--- src/hdl/sis_pkg.sv ---
package sis_pkg;

  localparam int unsigned CAPACITY = 256;
  localparam int unsigned AW       = 8;
  localparam int unsigned CW       = 9;

  typedef enum logic [1:0] {
    CMD_FIND   = 2'd0,
    CMD_ADD    = 2'd1,
    CMD_REMOVE = 2'd2,
    CMD_GET    = 2'd3
  } sis_cmd_e;

  typedef struct packed {
    sis_cmd_e           command;
    logic signed [63:0] operand_value;
    logic [AW-1:0]      entry_index;
  } sis_req_t;

  typedef struct packed {
    logic               ok;
    logic [CW-1:0]      position;
    logic signed [15:0] entry_value;
    logic [CW-1:0]      count_now;
    logic               store_full;
    logic               upgrade_advised;
  } sis_rsp_t;

  // Controller to datapath commands.
  typedef struct packed {
    logic load;
    logic probe;
    logic cmp;
    logic get_rd;
    logic get_cap;
    logic su_init;
    logic su_step;
    logic dn_init;
    logic dn_step;
    logic wr_new;
    logic set_full;
    logic set_ok;
    logic cnt_dec;
    logic finish;
  } sis_ctl_t;

  // Datapath to controller status.
  typedef struct packed {
    sis_cmd_e cmd;
    logic     idx_ok;
    logic     oor;
    logic     search_go;
    logic     hit;
    logic     full;
    logic     su_last;
    logic     dn_last;
  } sis_sts_t;

endpackage

--- src/hdl/sis_ctrl.sv ---
module sis_ctrl (
  input  logic              clk_i,
  input  logic              rst_ni,
  input  logic              start,
  output logic              busy,
  input  sis_pkg::sis_sts_t sts_i,
  output sis_pkg::sis_ctl_t ctl_o
);
  import sis_pkg::*;

  typedef enum logic [3:0] {
    ST_IDLE,
    ST_CHECK,
    ST_PROBE,
    ST_CMP,
    ST_ACT,
    ST_SHIFT_UP,
    ST_WR_NEW,
    ST_SHIFT_DN,
    ST_GET_WAIT,
    ST_FIN
  } state_e;

  state_e   state_q, state_d;
  sis_ctl_t ctl;

  always_comb begin
    state_d = state_q;
    ctl     = '0;
    unique case (state_q)
      ST_IDLE: begin
        if (start) begin
          ctl.load = 1'b1;
          state_d  = ST_CHECK;
        end
      end
      ST_CHECK: begin
        if (sts_i.cmd == CMD_GET) begin
          if (sts_i.idx_ok) begin
            ctl.get_rd = 1'b1;
            state_d    = ST_GET_WAIT;
          end else begin
            state_d = ST_FIN;
          end
        end else if (sts_i.oor) begin
          state_d = ST_FIN;
        end else begin
          state_d = ST_PROBE;
        end
      end
      ST_GET_WAIT: begin
        ctl.get_cap = 1'b1;
        state_d     = ST_FIN;
      end
      ST_PROBE: begin
        if (sts_i.search_go) begin
          ctl.probe = 1'b1;
          state_d   = ST_CMP;
        end else begin
          state_d = ST_ACT;
        end
      end
      ST_CMP: begin
        ctl.cmp = 1'b1;
        state_d = ST_PROBE;
      end
      ST_ACT: begin
        unique case (sts_i.cmd)
          CMD_FIND: begin
            ctl.set_ok = sts_i.hit;
            state_d    = ST_FIN;
          end
          CMD_ADD: begin
            if (sts_i.hit) begin
              state_d = ST_FIN;
            end else if (sts_i.full) begin
              ctl.set_full = 1'b1;
              state_d      = ST_FIN;
            end else begin
              ctl.su_init = 1'b1;
              state_d     = ST_SHIFT_UP;
            end
          end
          CMD_REMOVE: begin
            if (sts_i.hit) begin
              ctl.set_ok  = 1'b1;
              ctl.dn_init = 1'b1;
              state_d     = ST_SHIFT_DN;
            end else begin
              state_d = ST_FIN;
            end
          end
          default: begin
            state_d = ST_FIN;
          end
        endcase
      end
      ST_SHIFT_UP: begin
        ctl.su_step = 1'b1;
        if (sts_i.su_last) begin
          state_d = ST_WR_NEW;
        end
      end
      ST_WR_NEW: begin
        ctl.wr_new = 1'b1;
        state_d    = ST_FIN;
      end
      ST_SHIFT_DN: begin
        ctl.dn_step = 1'b1;
        if (sts_i.dn_last) begin
          ctl.cnt_dec = 1'b1;
          state_d     = ST_FIN;
        end
      end
      ST_FIN: begin
        ctl.finish = 1'b1;
        state_d    = ST_IDLE;
      end
      default: begin
        state_d = ST_IDLE;
      end
    endcase
  end

  always_ff @(posedge clk_i or negedge rst_ni) begin
    if (!rst_ni) begin
      state_q <= ST_IDLE;
    end else begin
      state_q <= state_d;
    end
  end

  assign busy  = (state_q != ST_IDLE);
  assign ctl_o = ctl;

endmodule

--- config.mk ---
export PLATFORM = sky130hd
export DESIGN_NAME = sis_ctrl
export DESIGN_NICKNAME = d
export VERILOG_FILES = /design/src/hdl/sis_pkg.sv /design/src/hdl/sis_ctrl.sv
export SDC_FILE = /design/constraint.sdc
export NUM_CORES = 1
export LEC_CHECK = 0
export BUFFER_PORTS_ARGS = -buffer_cell sky130_fd_sc_hd__buf_2
export CORE_MARGIN = 2
export CORE_UTILIZATION = 35
export CTS_CLUSTER_SIZE = 14
export DETAILED_ROUTE_END_ITERATION = 8
export MAX_ROUTING_LAYER = met4
export SLEW_MARGIN = 25
export SYNTH_ARGS = -nofsm -noshare
export SYNTH_HDL_FRONTEND = slang
export SYNTH_SLANG_ARGS = --single-unit
--- constraint.sdc ---
create_clock -name clk_i -period 1.8 [get_ports clk_i]
set_clock_uncertainty 0.15 [all_clocks]
set_input_delay 0.18 -clock clk_i [delete_from_list [all_inputs] [get_ports clk_i]]
set_output_delay 0.18 -clock clk_i [all_outputs]
set_load 0.01 [all_outputs]
# Word-level counts from Yosys, hierarchy flattened
# Index checks and enable logic that the tools add are counted.
[totals]
wordCells = 60
output_inout_bits = 15
register_bits = 4
[classes]
reduce_logical = 5
eq_ne = 15
muxes = 39
[op_table]
columns = ["cell", "n"]
rows = [
  ["two-way mux 4 bit", 8],
  ["one-hot mux 4 bit (8 select lines)", 1],
  ["two-way mux 1 bit", 26],
  ["== test 4 x 3 -> 1 bit, second input constant", 4],
  ["== test 4 x 2 -> 1 bit, second input constant", 2],
  ["== test 4 bit, second input constant", 2],
  ["one-hot mux 4 bit (2 select lines)", 1],
  ["inequality test 2 bit, second input constant", 3],
  ["== test 2 bit, second input constant", 2],
  ["== test 4 x 1 -> 1 bit, second input constant", 1],
  ["logical NOT 4 bit", 1],
  ["nonzero test 4 bit", 1],
  ["two-way mux 3 bit", 1],
  ["AND reduction 3 bit", 1],
  ["== test 2 x 1 -> 1 bit, second input constant", 1],
  ["logical NOT 2 bit", 1],
  ["two-way mux 2 bit", 1],
  ["one-hot mux 1 bit (2 select lines)", 1],
  ["OR reduction 2 bit", 1],
]

# Longest topological paths before layout
[logic_depth]
depth_word = 4
depth_mapped = 6

# Worst setup path before layout
# No wires, ideal clock.
[synth_timing]
path_type = "flip-flop to output port"
from = "reg state_q[1]"
to = "out ctl_o[10] in the netlist's numbering"
stages_incl_launch_ff = 4
setup_slack_ns = 0.342
t_arrival_ns = 1.128
required_time_ns = 1.470
n_path_buf = 1
path_cell_list = "dfrtp_1 buf_6 nand2b_1 nor4_1"
[synth_rtl]
columns = ["element", "line_no", "rtl"]
rows = [
  ["start: declaration", "sis_ctrl.sv:24", "state_e state_q, state_d;"],
  ["start signal: assignment", "sis_ctrl.sv:129", "state_q <= state_d;"],
  ["end: declaration", "sis_ctrl.sv:7", "output sis_pkg::sis_ctl_t ctl_o"],
]

==> metrics.md <==
| Metric | Value |
|---|---|
| Final count of hold timing violations | 0 |
| Sequential-to-total area share from yosys stat | 0.174 |
| Top-level port count | 27 |
| Post-synth top area share | 0.174 |
| Most used flip-flop cell after synthesis | sky130_fd_sc_hd__dfrtp_1 |
| Per-instance average area after synthesis | around 7.5 um2 |
| Proportion of synthesized flip-flops having asynchronous set or reset | 1.00 |
| GRT Resource Usage Total | 0.160 |
| WS Path Type | flip-flop to output port |
| Number of sinks handled by clock tree synthesis | 4 |
| Largest registers | state_q (4) |
| Synthesized netlist cell count | between 70 and 80 |
| Peak clock frequency supported by timing | roughly 580 MHz |
| Relative max-transition margin | 0.826 |
| Count of buffering cells on the critical path with inverters included | 2 |
| Number of enable flip-flop cells after synthesis | 0 |
| Synthesized flop and latch total | 4 |
| Area grow syn2layout | 36.1% |
| CTS tree | yes |
| Peak supply drop | ~0.73 mV |
| Power per cell area | roughly 1200 nW/um2 |
| Static leakage power | 0.410 nW |
| Worst-path clk slew | around 0.04 ns |
| Final worst path period need | between 1.5 and 2 ns |
| Detailed-route DRC error count | 0 |
| Final Cycle Share | 0.961 |
| Number of distinct library cell variants in the gate-level netlist after synthesis | 34 |
| Slew at the pin closest to its max-slew limit | roughly 0.26 ns |
| Largest register by flop count | state_q |
| Cell type group with the largest total delay on the critical path | flip-flops |
| Vert. Die Dim | 44.6 um |
| Core ar. | ~1500 um2 |
| Global-route wire length before repair | 2.28 mm |
| GRT overflow | 0 |
| Biggest area contributors in the synthesized netlist | sky130_fd_sc_hd__dfrtp_1, sky130_fd_sc_hd__ha_1, sky130_fd_sc_hd__nand2b_1 |
| Netlist Area Pre-Place | 576 um2 |
| Non-filler cells, final | 126 |
| Buffer type at the clock tree root | sky130_fd_sc_hd__clkbuf_4 |
| Length of the first detailed-routing pass in iterations | 4 |
| Fraction of layout instances using a drive strength above 1 | 0.418 |
| Via count of the first global-routing pass | 545 |
| Number of instances in the placed design | 116 |
| Number of setup violations in the final report | 0 |
| Max Slew Vio Count | 0 |
| Number of antenna violations at the first check in global routing | 0 |
| Quantity of I/O buffers inserted on ports | 26 |
| Required time of the worst setup path | 1.47 ns |
| Setup repair after global routing missed its margin | true |
| Antenna diode count | 0 |
| CP Max Fanout | 12 |
| Area enclosed by the die boundary | roughly 2000 um2 |
| Post-DP HPWL | 1.14 mm |
| Number of max-capacitance violations reported | 0 |
| Cell chain of the critical path | buf_4, nor2_1, and3_1, buf_2 |
| Count of standard-cell rows | 14 |
| Total wirelength of the detailed-routed design | 1.42 mm |
| Worst skew pair latency | 0.24 ns |
| Delay of the slowest cell on the worst path | 0.47 ns |
| Synthesis warning total | 0 |
| Max FFs per register | 4 |
| Vias per Instance | ~5 |
| Total Nets Final | 128 |
| Floorplan die width | 44.6 um |
| Routability cong. | 0.798 |
| Initial DRC count | 3 |
| Outcome | finished clean |
| Total number of H-tree levels | 1 |
| Placed inst area | 694 um2 |
| Kind of capture point of the worst setup path | output port |
| CP arrival | 1.40 ns |
| Post-route ant nets | 0 |
| Maximum count of clock buffers along a single path | 2 |
| CP Launch Type | flip-flop |
| Class of the tightest hold or removal check | input pin to flip-flop |
| Total via count in the routed design | around 640 |
| Commonest cells in the synthesized netlist | sky130_fd_sc_hd__nand2_1, sky130_fd_sc_hd__nor2_1, sky130_fd_sc_hd__nand2b_1 |
| Cell at the slowest stage of the critical path | sky130_fd_sc_hd__dfrtp_2 |
| Starting density of the core | 0.378 |
| Pin count of the biggest net entering global routing | 15 |
| Final cell area excluding filler cells | 783 um2 |
| Num CTS Buffers | 3 |
| Cell taking the most area after synthesis | sky130_fd_sc_hd__dfrtp_1 |
| Routed length per placed instance | 11.2 um |
| Nets in the synthesized netlist | 93 |
==> metrics by stage <==
step | utilization | total power, mW | setup TNS [ns] | hold slack (ns) | setup slack (ns)
after floorplan | - | 0.630 | 0 | -0.266 | 0.342
after global placement | 0.456 | 0.726 | 0 | -0.163 | 0.235
after detailed placement | 0.456 | 0.729 | 0 | -0.161 | 0.191
after CTS | 0.479 | 0.853 | 0 | 0.0279 | 0.0339
after global routing | 0.514 | 1.01 | -0.0258 | 0.0356 | -0.0134
final | 0.514 | 0.919 | 0 | 0.0404 | 0.0704
==> report_power, final <==
part           switching, mW  internal, mW
sequential            0.0983         0.133
clock                 0.0367        0.0746
combinational          0.281         0.296
total                  0.416         0.504
==> repair_timing <==
action	CTS	global route
setup endpoints to repair	2	2
endpoints found under the hold margin	4	0
resized for setup	3	3
hold buffers	1	0
pin swaps	0	0
buffers inserted	0	6
==> worst register-to-register path: cells and delay by family (launching register included) <==
family | cells | cell delay (ns)
buf+inv | 1 | 0.16
flops | 1 | 0.46
simple gates | 2 | 0.29
compound gates | 1 | 0.15
mux | 1 | 0.27
==> layout make-up <==
cell class | count | area [um2]
inverter | 5 | 18.8
multi-input combinational | 64 | 424
clock buffer | 3 | 22.5
timing repair buffer | 34 | 193
tap | 16 | 20.0
fill | 161 | 741
sequential | 4 | 105
==> layout by cell type (no fill, tap or decap), drive strengths merged, types with 2 or more instances in the layout <==
| master | instances |
|---|---|
| and2 | 2 |
| and2b | 3 |
| buf | 33 |
| clkbuf | 3 |
| dfrtp | 4 |
| ha | 4 |
| inv | 5 |
| nand2 | 9 |
| nand2b | 6 |
| nor2 | 10 |
| nor3 | 5 |
| o211ai | 2 |
| o21a | 2 |
| o21ai | 5 |
==> cell families after synthesis <==
group	Yosys count	share of synthesized area
mux	1	0.0174
buf+inv	9	0.100
fa+ha+maj	4	0.0870
compound gates	17	0.224
simple gates	42	0.398
flops	4	0.174
==> per-layer routing <==
metal	vias to the layer above	global-route usage	share of wire
met5	-	-	0
met4	0	0.0182	0
met3	0	0.0653	0.061
met2	20	0.229	0.44
met1	282	0.216	0.50
li1	342	-	-
==> path summary, 6_finish.rpt <==
check,start,end,slack [ns],depth (start not counted)
setup / recovery,state_q[2]$_DFFE_PN0P_,ctl_o[13],0.07,4
hold / removal,sts_i[0],state_q[1]$_DFFE_PN0P_,0.04,2
setup reg to reg,state_q[1]$_DFFE_PN0P_,state_q[1]$_DFFE_PN0P_,0.21,5
hold reg to reg,state_q[3]$_DFFE_PN0P_,state_q[2]$_DFFE_PN0P_,0.41,1
max in group asynchronous,rst_ni,state_q[3]$_DFFE_PN0P_,1.23,2
min in group asynchronous,rst_ni,state_q[0]$_DFFE_PN0P_,0.13,2
Power figures use the tool's default switching activity.
